## src/rtl/tcpm_pkg.sv

```systemverilog
// Shared types and constants for the two-channel pixel mixer.
// Holds mix mode codes, register map codes and fixed-point division constants.
// No dependencies.
package tcpm_pkg;

	// Mix mode codes; codes five to seven act as channel 1 only
	typedef enum logic [2:0] {
		MODE_CH1 = 3'd0,
		MODE_CH2 = 3'd1,
		MODE_ADD = 3'd2,
		MODE_SUB = 3'd3,
		MODE_MUL = 3'd4
	} mix_mode_t;

	// Register map, word index on the APB port
	typedef enum logic [2:0] {
		REG_MIX_MODE   = 3'd0,
		REG_MIX_PCT    = 3'd1,
		REG_EFFECTS    = 3'd2,
		REG_CONTRAST   = 3'd3,
		REG_BRIGHTNESS = 3'd4,
		REG_OFFSET_C0  = 3'd5,
		REG_OFFSET_C1  = 3'd6,
		REG_OFFSET_C2  = 3'd7
	} reg_idx_t;

	localparam int unsigned NUM_COMP = 3;
	localparam int unsigned ADDR_W   = 5;
	localparam int unsigned DATA_W   = 32;

	// floor(n/100) == (n*DIV100_MUL) >> DIV100_SHIFT, exact for n below 61008
	localparam int unsigned DIV_IN_W     = 15;
	localparam int unsigned DIV100_MUL_W = 22;
	localparam int unsigned DIV_PROD_W   = DIV_IN_W + DIV100_MUL_W;
	localparam int unsigned DIV100_SHIFT = 28;
	localparam logic [DIV100_MUL_W-1:0] DIV100_MUL = 22'd2684355;

	// Reset values of the registers
	localparam logic [2:0] RST_MIX_MODE   = 3'd0;
	localparam logic [6:0] RST_MIX_PCT    = 7'd50;
	localparam logic [1:0] RST_EFFECTS    = 2'd0;
	localparam logic [7:0] RST_CONTRAST   = 8'd100;
	localparam logic [7:0] RST_BRIGHTNESS = 8'd100;
	localparam logic [7:0] RST_OFFSET     = 8'd100;

	localparam logic [6:0] PCT_FULL     = 7'd100;
	localparam logic [7:0] PIX_MAX      = 8'd255;
	localparam logic [7:0] OFS_PIX_MAX  = 8'd254;
	localparam logic [7:0] ROUND_HALF   = 8'd50;
	localparam logic [16:0] BRIGHT_BIAS = 17'd10000;
	localparam logic [16:0] SAT_LIMIT   = 17'd25600;

	// Quotient bits of a reciprocal product, saturated to a pixel value
	function automatic logic [7:0] quot_sat(input logic [DIV_PROD_W-1:0] prod);
		logic [DIV_PROD_W-DIV100_SHIFT-1:0] q;
		q = prod[DIV_PROD_W-1:DIV100_SHIFT];
		quot_sat = (q > {1'b0, PIX_MAX}) ? PIX_MAX : q[7:0];
	endfunction

endpackage

```

## src/rtl/two_channel_pixel_mixer_core.sv

```systemverilog
// Two-channel pixel mixer core: mix, contrast/brightness and offset pipeline.
// Depends on tcpm_pkg for mode codes, register map and division constants.
//
// Throughput: one pixel per clock; busy is always low since every stage
// advances each cycle and the receiver cannot stall.
// Reset: arst_n clears all valid bits and loads the register reset values.
module two_channel_pixel_mixer_core (
	input  logic                        clk,
	input  logic                        arst_n,
	// pixel request
	input  logic                        start,
	output logic                        busy,
	input  logic [7:0]                  first_c0,
	input  logic [7:0]                  first_c1,
	input  logic [7:0]                  first_c2,
	input  logic [7:0]                  second_c0,
	input  logic [7:0]                  second_c1,
	input  logic [7:0]                  second_c2,
	// result strobe
	output logic                        done,
	output logic [7:0]                  mixed_c0,
	output logic [7:0]                  mixed_c1,
	output logic [7:0]                  mixed_c2,
	// APB configuration port
	input  logic                        psel,
	input  logic                        penable,
	input  logic                        pwrite,
	input  logic [tcpm_pkg::ADDR_W-1:0] paddr,
	input  logic [tcpm_pkg::DATA_W-1:0] pwdata,
	output logic [tcpm_pkg::DATA_W-1:0] prdata,
	output logic                        pready
);
	import tcpm_pkg::*;

	// ---------------------------------------------------------------------
	// Configuration registers
	// ---------------------------------------------------------------------
	logic [2:0] mix_mode_q;
	logic [6:0] mix_pct_q;
	logic [1:0] effects_q;
	logic [7:0] contrast_q;
	logic [7:0] brightness_q;
	logic [7:0] offset_q [NUM_COMP];

	logic       cfg_wr;
	reg_idx_t   cfg_idx;

	assign pready  = 1'b1;
	assign cfg_wr  = psel & penable & pwrite & pready;
	assign cfg_idx = reg_idx_t'(paddr[ADDR_W-1:2]);

	always_ff @(posedge clk or negedge arst_n) begin
		if (!arst_n) begin
			mix_mode_q   <= RST_MIX_MODE;
			mix_pct_q    <= RST_MIX_PCT;
			effects_q    <= RST_EFFECTS;
			contrast_q   <= RST_CONTRAST;
			brightness_q <= RST_BRIGHTNESS;
			for (int k = 0; k < NUM_COMP; k++) begin
				offset_q[k] <= RST_OFFSET;
			end
		end else if (cfg_wr) begin
			unique case (cfg_idx)
				REG_MIX_MODE:   mix_mode_q   <= pwdata[2:0];
				REG_MIX_PCT:    mix_pct_q    <= pwdata[6:0];
				REG_EFFECTS:    effects_q    <= pwdata[1:0];
				REG_CONTRAST:   contrast_q   <= pwdata[7:0];
				REG_BRIGHTNESS: brightness_q <= pwdata[7:0];
				REG_OFFSET_C0:  offset_q[0]  <= pwdata[7:0];
				REG_OFFSET_C1:  offset_q[1]  <= pwdata[7:0];
				REG_OFFSET_C2:  offset_q[2]  <= pwdata[7:0];
				default: ;
			endcase
		end
	end

	// Read back the addressed register, zero extended
	always_comb begin
		prdata = '0;
		unique case (cfg_idx)
			REG_MIX_MODE:   prdata[2:0] = mix_mode_q;
			REG_MIX_PCT:    prdata[6:0] = mix_pct_q;
			REG_EFFECTS:    prdata[1:0] = effects_q;
			REG_CONTRAST:   prdata[7:0] = contrast_q;
			REG_BRIGHTNESS: prdata[7:0] = brightness_q;
			REG_OFFSET_C0:  prdata[7:0] = offset_q[0];
			REG_OFFSET_C1:  prdata[7:0] = offset_q[1];
			REG_OFFSET_C2:  prdata[7:0] = offset_q[2];
			default: ;
		endcase
	end

	// Datapath settings; users must change them only in an empty pipe (unchecked)
	logic [6:0] pct_a;
	logic [6:0] pct_s;
	logic       mode_div;

	assign pct_a    = (mix_pct_q > PCT_FULL) ? PCT_FULL : mix_pct_q;
	assign pct_s    = PCT_FULL - pct_a;
	assign mode_div = (mix_mode_q == MODE_ADD) || (mix_mode_q == MODE_SUB);

	// ---------------------------------------------------------------------
	// Request side: never stalls
	// ---------------------------------------------------------------------
	logic       accept;
	logic [7:0] in_a [NUM_COMP];
	logic [7:0] in_s [NUM_COMP];

	assign busy   = 1'b0;
	assign accept = start & ~busy;

	assign in_a[0] = first_c0;
	assign in_a[1] = first_c1;
	assign in_a[2] = first_c2;
	assign in_s[0] = second_c0;
	assign in_s[1] = second_c1;
	assign in_s[2] = second_c2;

	// Valid bits travel alongside the payload
	logic v_s1, v_s2, v_s3, v_s4, v_s5;

	always_ff @(posedge clk or negedge arst_n) begin
		if (!arst_n) begin
			v_s1 <= 1'b0;
			v_s2 <= 1'b0;
			v_s3 <= 1'b0;
			v_s4 <= 1'b0;
			v_s5 <= 1'b0;
		end else begin
			v_s1 <= accept;
			v_s2 <= v_s1;
			v_s3 <= v_s2;
			v_s4 <= v_s3;
			v_s5 <= v_s4;
		end
	end

	// ---------------------------------------------------------------------
	// Stage 1: weighted and plain products
	// ---------------------------------------------------------------------
	logic [7:0]  a_s1  [NUM_COMP];
	logic [7:0]  s_s1  [NUM_COMP];
	logic [14:0] pa_s1 [NUM_COMP];
	logic [14:0] ps_s1 [NUM_COMP];
	logic [15:0] as_s1 [NUM_COMP];

	always_ff @(posedge clk) begin
		for (int k = 0; k < NUM_COMP; k++) begin
			a_s1[k]  <= in_a[k];
			s_s1[k]  <= in_s[k];
			pa_s1[k] <= 15'(pct_a * in_a[k]);
			ps_s1[k] <= 15'(pct_s * in_s[k]);
			as_s1[k] <= in_a[k] * in_s[k];
		end
	end

	// ---------------------------------------------------------------------
	// Stage 2: combine add/subtract, start divide by 100; multiply path /255
	// ---------------------------------------------------------------------
	logic [DIV_IN_W-1:0]   n_mix  [NUM_COMP];
	logic                  neg_mix[NUM_COMP];
	logic [7:0]            byp_mix[NUM_COMP];
	logic [DIV_PROD_W-1:0] prod_s2[NUM_COMP];
	logic                  neg_s2 [NUM_COMP];
	logic [7:0]            byp_s2 [NUM_COMP];
	logic                  div_s2;

	always_comb begin
		logic [15:0] add_sum;
		logic [15:0] sub_sum;
		logic [16:0] m255;
		for (int k = 0; k < NUM_COMP; k++) begin
			add_sum    = 16'(pa_s1[k]) + 16'(ps_s1[k]) + 16'(ROUND_HALF);
			sub_sum    = 16'(pa_s1[k]) + 16'(ROUND_HALF);
			// floor(x/255) for x up to 255*255, the largest product
			m255       = 17'(as_s1[k]) + 17'(as_s1[k][15:8]) + 17'd1;
			if (mix_mode_q == MODE_SUB) begin
				neg_mix[k] = sub_sum < 16'(ps_s1[k]);
				n_mix[k]   = DIV_IN_W'(sub_sum - 16'(ps_s1[k]));
			end else begin
				neg_mix[k] = 1'b0;
				n_mix[k]   = add_sum[DIV_IN_W-1:0];
			end
			priority if (mix_mode_q == MODE_CH2) begin
				byp_mix[k] = s_s1[k];
			end else if (mix_mode_q == MODE_MUL) begin
				byp_mix[k] = m255[15:8];
			end else begin
				byp_mix[k] = a_s1[k];
			end
		end
	end

	always_ff @(posedge clk) begin
		div_s2 <= mode_div;
		for (int k = 0; k < NUM_COMP; k++) begin
			prod_s2[k] <= n_mix[k] * DIV100_MUL;
			neg_s2[k]  <= neg_mix[k];
			byp_s2[k]  <= byp_mix[k];
		end
	end

	// ---------------------------------------------------------------------
	// Stage 3: pick the mixed value, apply contrast gain
	// ---------------------------------------------------------------------
	logic [7:0]  x_mix[NUM_COMP];
	logic [7:0]  x_s3 [NUM_COMP];
	logic [15:0] xc_s3[NUM_COMP];

	always_comb begin
		for (int k = 0; k < NUM_COMP; k++) begin
			priority if (!div_s2) begin
				x_mix[k] = byp_s2[k];
			end else if (neg_s2[k]) begin
				x_mix[k] = '0;
			end else begin
				x_mix[k] = quot_sat(prod_s2[k]);
			end
		end
	end

	always_ff @(posedge clk) begin
		for (int k = 0; k < NUM_COMP; k++) begin
			x_s3[k]  <= x_mix[k];
			xc_s3[k] <= x_mix[k] * contrast_q;
		end
	end

	// ---------------------------------------------------------------------
	// Stage 4: add brightness, round, start divide by 100
	// ---------------------------------------------------------------------
	logic [16:0]           bright_term;
	logic [DIV_IN_W-1:0]   n_cb  [NUM_COMP];
	logic                  neg_cb[NUM_COMP];
	logic                  sat_cb[NUM_COMP];
	logic [7:0]            x_s4   [NUM_COMP];
	logic [DIV_PROD_W-1:0] prod_s4[NUM_COMP];
	logic                  neg_s4 [NUM_COMP];
	logic                  sat_s4 [NUM_COMP];

	// 100*b, built from shifts
	assign bright_term = (17'(brightness_q) << 6) + (17'(brightness_q) << 5)
		+ (17'(brightness_q) << 2);

	always_comb begin
		logic [16:0] sum;
		logic [16:0] n;
		for (int k = 0; k < NUM_COMP; k++) begin
			sum       = 17'(xc_s3[k]) + 17'(ROUND_HALF) + bright_term;
			n         = sum - BRIGHT_BIAS;
			neg_cb[k] = sum < BRIGHT_BIAS;
			sat_cb[k] = n >= SAT_LIMIT;
			n_cb[k]   = n[DIV_IN_W-1:0];
		end
	end

	always_ff @(posedge clk) begin
		for (int k = 0; k < NUM_COMP; k++) begin
			x_s4[k]    <= x_s3[k];
			prod_s4[k] <= n_cb[k] * DIV100_MUL;
			neg_s4[k]  <= neg_cb[k];
			sat_s4[k]  <= sat_cb[k];
		end
	end

	// ---------------------------------------------------------------------
	// Stage 5: finish contrast/brightness, add offset, clamp offset result to 0..254
	// ---------------------------------------------------------------------
	logic [7:0] y_fx [NUM_COMP];
	logic [7:0] z_fx [NUM_COMP];
	logic [7:0] out_s5[NUM_COMP];

	always_comb begin
		logic [8:0] z;
		for (int k = 0; k < NUM_COMP; k++) begin
			priority if (!effects_q[0]) begin
				y_fx[k] = x_s4[k];
			end else if (neg_s4[k]) begin
				y_fx[k] = '0;
			end else if (sat_s4[k]) begin
				y_fx[k] = PIX_MAX;
			end else begin
				y_fx[k] = quot_sat(prod_s4[k]);
			end
			z = 9'(y_fx[k]) + 9'(offset_q[k]);
			priority if (!effects_q[1]) begin
				z_fx[k] = y_fx[k];
			end else if (z < 9'(PCT_FULL)) begin
				z_fx[k] = '0;
			end else if ((z - 9'(PCT_FULL)) > 9'(OFS_PIX_MAX)) begin
				z_fx[k] = OFS_PIX_MAX;
			end else begin
				z_fx[k] = 8'(z - 9'(PCT_FULL));
			end
		end
	end

	always_ff @(posedge clk) begin
		for (int k = 0; k < NUM_COMP; k++) begin
			out_s5[k] <= z_fx[k];
		end
	end

	// Present each result for one cycle
	assign done     = v_s5;
	assign mixed_c0 = out_s5[0];
	assign mixed_c1 = out_s5[1];
	assign mixed_c2 = out_s5[2];

endmodule

```

## config.mk

```make
export PLATFORM = sky130hd
export DESIGN_NAME = two_channel_pixel_mixer_core
export DESIGN_NICKNAME = d
export VERILOG_FILES = /design/src/rtl/tcpm_pkg.sv /design/src/rtl/two_channel_pixel_mixer_core.sv
export SDC_FILE = /design/constraint.sdc
export NUM_CORES = 2
export LEC_CHECK = 0
export ABC_CLOCK_PERIOD_IN_PS = 10640
export BUFFER_PORTS_ARGS = -buffer_cell sky130_fd_sc_hd__buf_2
export CORE_ASPECT_RATIO = 0.75
export CORE_UTILIZATION = 60
export DETAILED_ROUTE_END_ITERATION = 12
export GPL_ROUTABILITY_DRIVEN = 0
export GPL_TIMING_DRIVEN = 0
export MAX_ROUTING_LAYER = met4
export PLACE_DENSITY = 0.81
export SLEW_MARGIN = 10
export SYNTH_ARGS = -nofsm -noshare
export SYNTH_HDL_FRONTEND = slang
export SYNTH_SLANG_ARGS = --single-unit
```

## constraint.sdc

```tcl
create_clock -name clk -period 10.64 [get_ports clk]
set_clock_uncertainty 0.1 [all_clocks]
set_input_delay 1.064 -clock clk [delete_from_list [all_inputs] [get_ports clk]]
set_output_delay 1.064 -clock clk [all_outputs]
set_load 0.05 [all_outputs]
```

**Word level (Yosys, flattened, before mapping)**

Memories as Yosys holds them, arrays and structs flattened.
Cells that the tools add are included.

- Flip-flop bits (word level): 58
- Bits in latches: 0
- Bits in writable memories: 561
- Bits in read-only memories: 0
- Input port bits: 91
- Output and inout bits: 59
- Logic and storage cells: 175
- Memories kept: 15

- $add $sub $neg: 36
- Multipliers: 18
- Div/mod/pow operators: 0
- Magnitude comparators: 22
- Equality and inequality tests: 11
- Shifts and indexed selects: 0
- Mux-type cells: 47
- Bitwise gates (word level): 2
- Reductions and logical operators: 10

Memories:

| name | depth | bits a word | rd ports | clocked after Yosys merged registers in | wr ports | RTL line | RTL |
|---|---|---|---|---|---|---|---|
| prod_s2 | 3 | 37 | 3 | 0 | 3 | two_channel_pixel_mixer_core.sv:163 | `logic [DIV_PROD_W-1:0] prod_s2[NUM_COMP];` |
| prod_s4 | 3 | 37 | 3 | 0 | 3 | two_channel_pixel_mixer_core.sv:237 | `logic [DIV_PROD_W-1:0] prod_s4[NUM_COMP];` |
| as_s1 | 3 | 16 | 3 | 0 | 3 | two_channel_pixel_mixer_core.sv:145 | `logic [15:0] as_s1 [NUM_COMP];` |
| xc_s3 | 3 | 16 | 3 | 0 | 3 | two_channel_pixel_mixer_core.sv:208 | `logic [15:0] xc_s3[NUM_COMP];` |
| pa_s1 | 3 | 15 | 3 | 0 | 3 | two_channel_pixel_mixer_core.sv:143 | `logic [14:0] pa_s1 [NUM_COMP];` |
| ps_s1 | 3 | 15 | 3 | 0 | 3 | two_channel_pixel_mixer_core.sv:144 | `logic [14:0] ps_s1 [NUM_COMP];` |
| 9 more memories | - | - | - | - | - | - |  |

Operators with widths:

| operator | number |
|---|---|
| $mux 8 | 36 |
| $mul 15x22->37 const B | 6 |
| $mul 8x8->16 | 6 |
| $mul 7x8->15 | 6 |
| $gt 9x8->1 const B | 9 |
| $add 16x6->17 const B | 3 |
| $add 17x16->17 | 3 |
| $ge 17x15->1 const B | 3 |
| $lt 17x14->1 const B | 3 |
| $sub 17x14->17 const B | 3 |
| $add 15x6->16 const B | 3 |
| $add 16x1->16 const B | 3 |
| $add 16x8->16 | 3 |
| $lt 16x15->1 | 3 |
| $add 15x15->15 | 3 |
| $add 15x6->15 const B | 3 |
| $mux 15 | 3 |
| $sub 15x15->15 | 3 |
| $add 8x8->9 | 3 |
| $lt 9x7->1 const B | 3 |
| $sub 9x7->9 const B | 3 |
| $pmux 4 s6 | 1 |
| $add 15x10->16 | 1 |
| $pmux 2 s8 | 1 |
| 14 further kinds | 32 |

**Logic depth before layout (Yosys ltp)**

An unclocked memory read counts as a cell.

- Depth after elaboration: 12
- Gate-level depth with buffers: 42
- Depth with buffers taken out: 42

**Worst setup path before layout**

OpenSTA, ideal clock, no wires.

- Kind: register -> register
- Start: register brightness_q[4]
- End: memory prod_s4[0][72] in the netlist's numbering
- Setup time: 123 ps
- Arrival time: 9671 ps
- Required time: 10417 ps
- Setup slack: 746 ps
- Stages on the path, launching flop included: 38
- Buffers on the path: 0
- Period minus slack after synthesis: 9894 ps
- Cells stage by stage: dfrtp_1 fa_1 ha_1 inv_1 fa_1 inv_1 a21oi_1 o21bai_1 a21oi_1 o21bai_1 xor2_1 ha_1 ha_1 mux2_2 a311oi_1 o311ai_2 o31ai_4 xor2_2 [2 not listed] a21oi_1 fa_1 fa_1 fa_1 inv_1 fa_1 fa_1 ha_1 a21o_1 a211o_1 o211ai_1 a21oi_1 nor4_1 o211ai_1 o41a_1 a21oi_1 o21bai_1 xor2_1

RTL lines:

| what | RTL line | RTL |
|---|---|---|
| from (decl) | two_channel_pixel_mixer_core.sv:42 | `logic [7:0] brightness_q;` |
| from (signal assigned) | two_channel_pixel_mixer_core.sv:68 | `REG_BRIGHTNESS: brightness_q <= pwdata[7:0];` |
| to (decl) | two_channel_pixel_mixer_core.sv:237 |  |

==> run_summary.xml <==
<?xml version="1.0" encoding="UTF-8"?>
<metrics>
  <group name="sta">
    <metric name="rsz0062_at_grt" unit="">yes</metric>
    <metric name="final.period_utilization" unit="%">97.7</metric>
    <metric name="final.min_clock_period" unit="ps">10400</metric>
    <metric name="maxSlewHeadroom" unit="%">14.3</metric>
    <metric name="setup_viol" unit="">0</metric>
    <metric name="fmax" unit="MHz">96.2</metric>
    <metric name="finalHoldWorstSlack" unit="ps">223</metric>
    <metric name="timing_hold_violations_final" unit="">0</metric>
    <metric name="worstMarginPinSlew" unit="ps">1270</metric>
    <metric name="count_of_pins_over_their_slew_limit" unit="">0</metric>
  </group>
  <group name="logic_synthesis">
    <metric name="synth_flop_cell" unit="">sky130_fd_sc_hd__dfxtp_1</metric>
    <metric name="syn-instance-count" unit="">8002</metric>
    <metric name="ys_async_rst_share" unit="%">12.6</metric>
    <metric name="avgSynthCellArea" unit="um2">9.37</metric>
    <metric name="post_synth_instance_area" unit="um2">75000</metric>
    <metric name="ys.warnings.count" unit="">0</metric>
    <metric name="yosysSeqAreaShare" unit="%">12.5</metric>
    <metric name="synthDistinctLibCells" unit="">92</metric>
    <metric name="postSynthRegisterBits" unit="">451</metric>
    <metric name="synth-edff-count" unit="">0</metric>
  </group>
  <group name="critical_path">
    <metric name="cp-start-kind" unit="">register</metric>
    <metric name="top_fanout_value_on_the_critical_path" unit="">6</metric>
    <metric name="reg2reg_to" unit="">prod_s4[0][36]</metric>
    <metric name="r2r-start" unit="">brightness_q[6]</metric>
    <metric name="timing.critical_path.to_type" unit="">register</metric>
    <metric name="crit_path_top_delay_cell" unit="">sky130_fd_sc_hd__dfstp_2</metric>
    <metric name="crit_type" unit="">register to register</metric>
    <metric name="largest_stage_delay_on_the_critical_path" unit="ps">660</metric>
    <metric name="critPathArrivalTime" unit="ps">10800</metric>
    <metric name="r2r_setup_slack" unit="ps">240</metric>
    <metric name="reg2reg_depth" unit="">35</metric>
    <metric name="worstPathRequired" unit="ps">11040</metric>
    <metric name="worst_path_most_repeated_cell" unit="">sky130_fd_sc_hd__ha_1</metric>
  </group>
  <group name="floorplanning">
    <metric name="num_io_pins" unit="">150</metric>
    <metric name="floorplan.core_area" unit="um2">123000</metric>
    <metric name="die_w" unit="um">410</metric>
    <metric name="rows" unit="">111</metric>
    <metric name="die-height" unit="um">308</metric>
    <metric name="die-area" unit="um2">126000</metric>
    <metric name="initial_utilization" unit="%">60.9</metric>
  </group>
  <group name="global_routing">
    <metric name="grt_util_all_layers" unit="%">32.5</metric>
    <metric name="antenna_violations_before_repair" unit="">22</metric>
    <metric name="first_global_vias" unit="">59700</metric>
    <metric name="globalRoute.totalOverflow" unit="">0</metric>
    <metric name="first_pass_grt_wire_length" unit="um">315000</metric>
    <metric name="grt_max_degree" unit="">58</metric>
  </group>
  <group name="hold_path">
    <metric name="worst_hold_path.endpoint" unit="">x_s4[0][17]</metric>
    <metric name="hold_path_depth" unit="">0</metric>
    <metric name="timing.hold.worst.start" unit="">x_s3[0][17]</metric>
    <metric name="worst_hold_path_type" unit="">register to register</metric>
  </group>
  <group name="route">
    <metric name="detailed_route_via_count" unit="">56733</metric>
    <metric name="initialDrtViolationCount" unit="">5099</metric>
    <metric name="drc" unit="">10</metric>
    <metric name="detailed_routing_iteration_count_for_the_pre_antenna_repair_pass" unit="">10</metric>
    <metric name="wl_per_cell" unit="um">20.0</metric>
    <metric name="wl" unit="um">198000</metric>
    <metric name="postRouteAntennaNets" unit="">0</metric>
    <metric name="via_per_inst" unit="">5.73</metric>
  </group>
  <group name="placement">
    <metric name="dp.final_hpwl" unit="um">164000</metric>
    <metric name="io_buffer_count" unit="">97</metric>
  </group>
  <group name="clock_tree">
    <metric name="clock_path_buffers" unit="">3</metric>
    <metric name="cts_hold_repair.buffers" unit="">0</metric>
    <metric name="clock_sink_count" unit="">451</metric>
    <metric name="h_tree_depth" unit="">2</metric>
    <metric name="cts_inserted_buffers" unit="">50</metric>
    <metric name="cts.root.buffer_cell" unit="">sky130_fd_sc_hd__clkbuf_16</metric>
    <metric name="clkTransAtPathRegs" unit="ps">70</metric>
    <metric name="clkLatencyLatePin" unit="ps">650</metric>
    <metric name="tritoncts_clock_tree" unit="">built</metric>
  </group>
  <group name="cells_and_area">
    <metric name="area_growth_syn_to_layout" unit="%">7.00</metric>
    <metric name="final_net_count" unit="">10845</metric>
    <metric name="drive_gt1_share" unit="%">6.51</metric>
  </group>
  <group name="outcome">
    <metric name="violations" unit="">DRC</metric>
    <metric name="status" unit="">finished, violations left</metric>
  </group>
  <group name="flow_run">
    <metric name="cap_viol_max_count" unit="">0</metric>
  </group>
</metrics>
-- kinds of logic (layout without fill, tap and decap cells) --
group                      after synthesis  after routing  share of synthesized area (%)
DFF                                    451            451                           12.5
muxes                                  150            150                           2.37
buffers and inverters                 1885           2106                           9.59
other                                    2             50                         0.0100
and+or+nand+nor                       1691           1691                           10.9
adders and majority gates             2549           2549                           52.4
xor gates and xnor gates               410            410                           4.85
AOI/OAI and AO/OA                      864            864                           7.42
-- cell usage after synthesis (92+ instances only) --
library cell / number / area, um2
sky130_fd_sc_hd__clkbuf_1: 138 / 518
sky130_fd_sc_hd__fa_1: 987 / 19800
sky130_fd_sc_hd__nor2_1: 354 / 1330
sky130_fd_sc_hd__a21o_1: 92 / 691
sky130_fd_sc_hd__a21oi_1: 248 / 1240
sky130_fd_sc_hd__xnor2_1: 293 / 2570
sky130_fd_sc_hd__ha_1: 1562 / 19500
sky130_fd_sc_hd__and2_1: 318 / 1990
sky130_fd_sc_hd__mux2_2: 119 / 1340
sky130_fd_sc_hd__dfxtp_1: 394 / 7890
sky130_fd_sc_hd__nand2_1: 594 / 2230
sky130_fd_sc_hd__inv_1: 1705 / 6400
sky130_fd_sc_hd__o21ai_0: 189 / 946
sky130_fd_sc_hd__xor2_1: 112 / 981
-- flip-flops by register name, indices dropped and copies added (netlist names), 24 cells and up --
register	count
a_s1	24
as_s1	48
byp_s2	24
offset_q	24
out_s5	24
pa_s1	45
prod_s2	27
prod_s4	27
ps_s1	45
s_s1	24
x_s3	24
x_s4	24
xc_s3	48
-- metal layers --
layer  GRT usage (%)  part of all wire [%]
met2            48.9                    43
met5               -                     0
met1            42.3                    41
met3            9.12                    12
met4            10.2                   3.5
-- cell type report --
cell class                 count  area [um2]
inverter                    1705        6400
fill                        9409       42800
buffer                       179         791
tap                         1638        2050
antenna                       24        60.1
timing repair buffer         128         737
multi-input combinational   5690       59000
clock buffer                  56        1300
sequential                   451        9350
clock inverter                38         546
-- what timing repair did --
action / in CTS / in global routing
endpoints found under the setup margin: 27 / 20
resized for setup: 35 / 50
buffers inserted: 15 / 16
pin swaps: 11 / 24
-- worst max-delay path, delay by kind of cell (launching register included) --
kind | cells | cell delay [ps]
adders and majority gates | 11 | 4310
buffers and inverters | 5 | 360
AOI/OAI and AO/OA | 12 | 3020
and+or+nand+nor | 3 | 650
DFF | 1 | 660
xor gates and xnor gates | 4 | 1160
-- layout by cell type (no fill, tap or decap), types with 12 or more instances in the layout --
cell type                      n
sky130_fd_sc_hd__buf_4        56
sky130_fd_sc_hd__a22oi_1      15
sky130_fd_sc_hd__o21ai_0     180
sky130_fd_sc_hd__a21o_1       92
sky130_fd_sc_hd__xor2_1      104
sky130_fd_sc_hd__dfstp_2      18
sky130_fd_sc_hd__o21bai_1     54
sky130_fd_sc_hd__dfrtp_1      36
sky130_fd_sc_hd__or3_1        18
sky130_fd_sc_hd__fa_1        984
sky130_fd_sc_hd__nor2b_1      44
sky130_fd_sc_hd__dfxtp_1     394
sky130_fd_sc_hd__and3_1       47
sky130_fd_sc_hd__o21a_1       49
sky130_fd_sc_hd__a21boi_0     27
sky130_fd_sc_hd__nand4_1      37
sky130_fd_sc_hd__ha_1       1558
sky130_fd_sc_hd__mux2_2      119
sky130_fd_sc_hd__nor3_1       74
sky130_fd_sc_hd__a21oi_1     241
sky130_fd_sc_hd__or2_2        48
sky130_fd_sc_hd__clkbuf_1    140
sky130_fd_sc_hd__nand2b_1     43
sky130_fd_sc_hd__conb_1       26
sky130_fd_sc_hd__and2_1      318
sky130_fd_sc_hd__xnor2_1     286
sky130_fd_sc_hd__inv_1      1703
sky130_fd_sc_hd__nand3_1      47
sky130_fd_sc_hd__clkbuf_16    50
sky130_fd_sc_hd__diode_2      24
sky130_fd_sc_hd__o211ai_1     14
sky130_fd_sc_hd__a31oi_1      14
sky130_fd_sc_hd__mux2i_1      20
sky130_fd_sc_hd__nor2_1      352
sky130_fd_sc_hd__a211oi_1     18
sky130_fd_sc_hd__buf_2       107
sky130_fd_sc_hd__nand2_1     594
sky130_fd_sc_hd__o31ai_1      12
sky130_fd_sc_hd__o21ai_1      18
-- through the flow --
step | std cells | utilization (%) | setup WS (ps) | TNS [ps] | cell area [um2]
6_report | 9909 | 65.2 | 242 | 0 | 80200
5_1_grt | 9905 | 65.2 | -202 | -886 | 80200
4_1_cts | 9870 | 64.8 | 13.5 | 0 | 79800
3_5_place_dp | 9761 | 63.1 | -1230 | -17920 | 77600
3_3_place_gp | 9761 | 63.1 | -964 | -10690 | 77600
2_1_floorplan | 8026 | - | 746 | 0 | 75100
-- how the worst max path moves through the flow --
stage                               start  slack [ps]  cells past startpoint               to
final                     brightness_q[6]         240                     35   prod_s4[0][36]
after global placement    brightness_q[0]        -960                     39  prod_s4[0][110]
after detailed placement  brightness_q[0]       -1230                     37   prod_s4[0][72]
after floorplan           brightness_q[4]         750                     37   prod_s4[0][72]
after CTS                 brightness_q[0]          10                     39   prod_s4[0][72]
after global routing      brightness_q[6]        -200                     35   prod_s4[0][36]
Power is not shown: default switching activity piles up to over one toggle a cycle in this logic, so the estimate is an artifact.
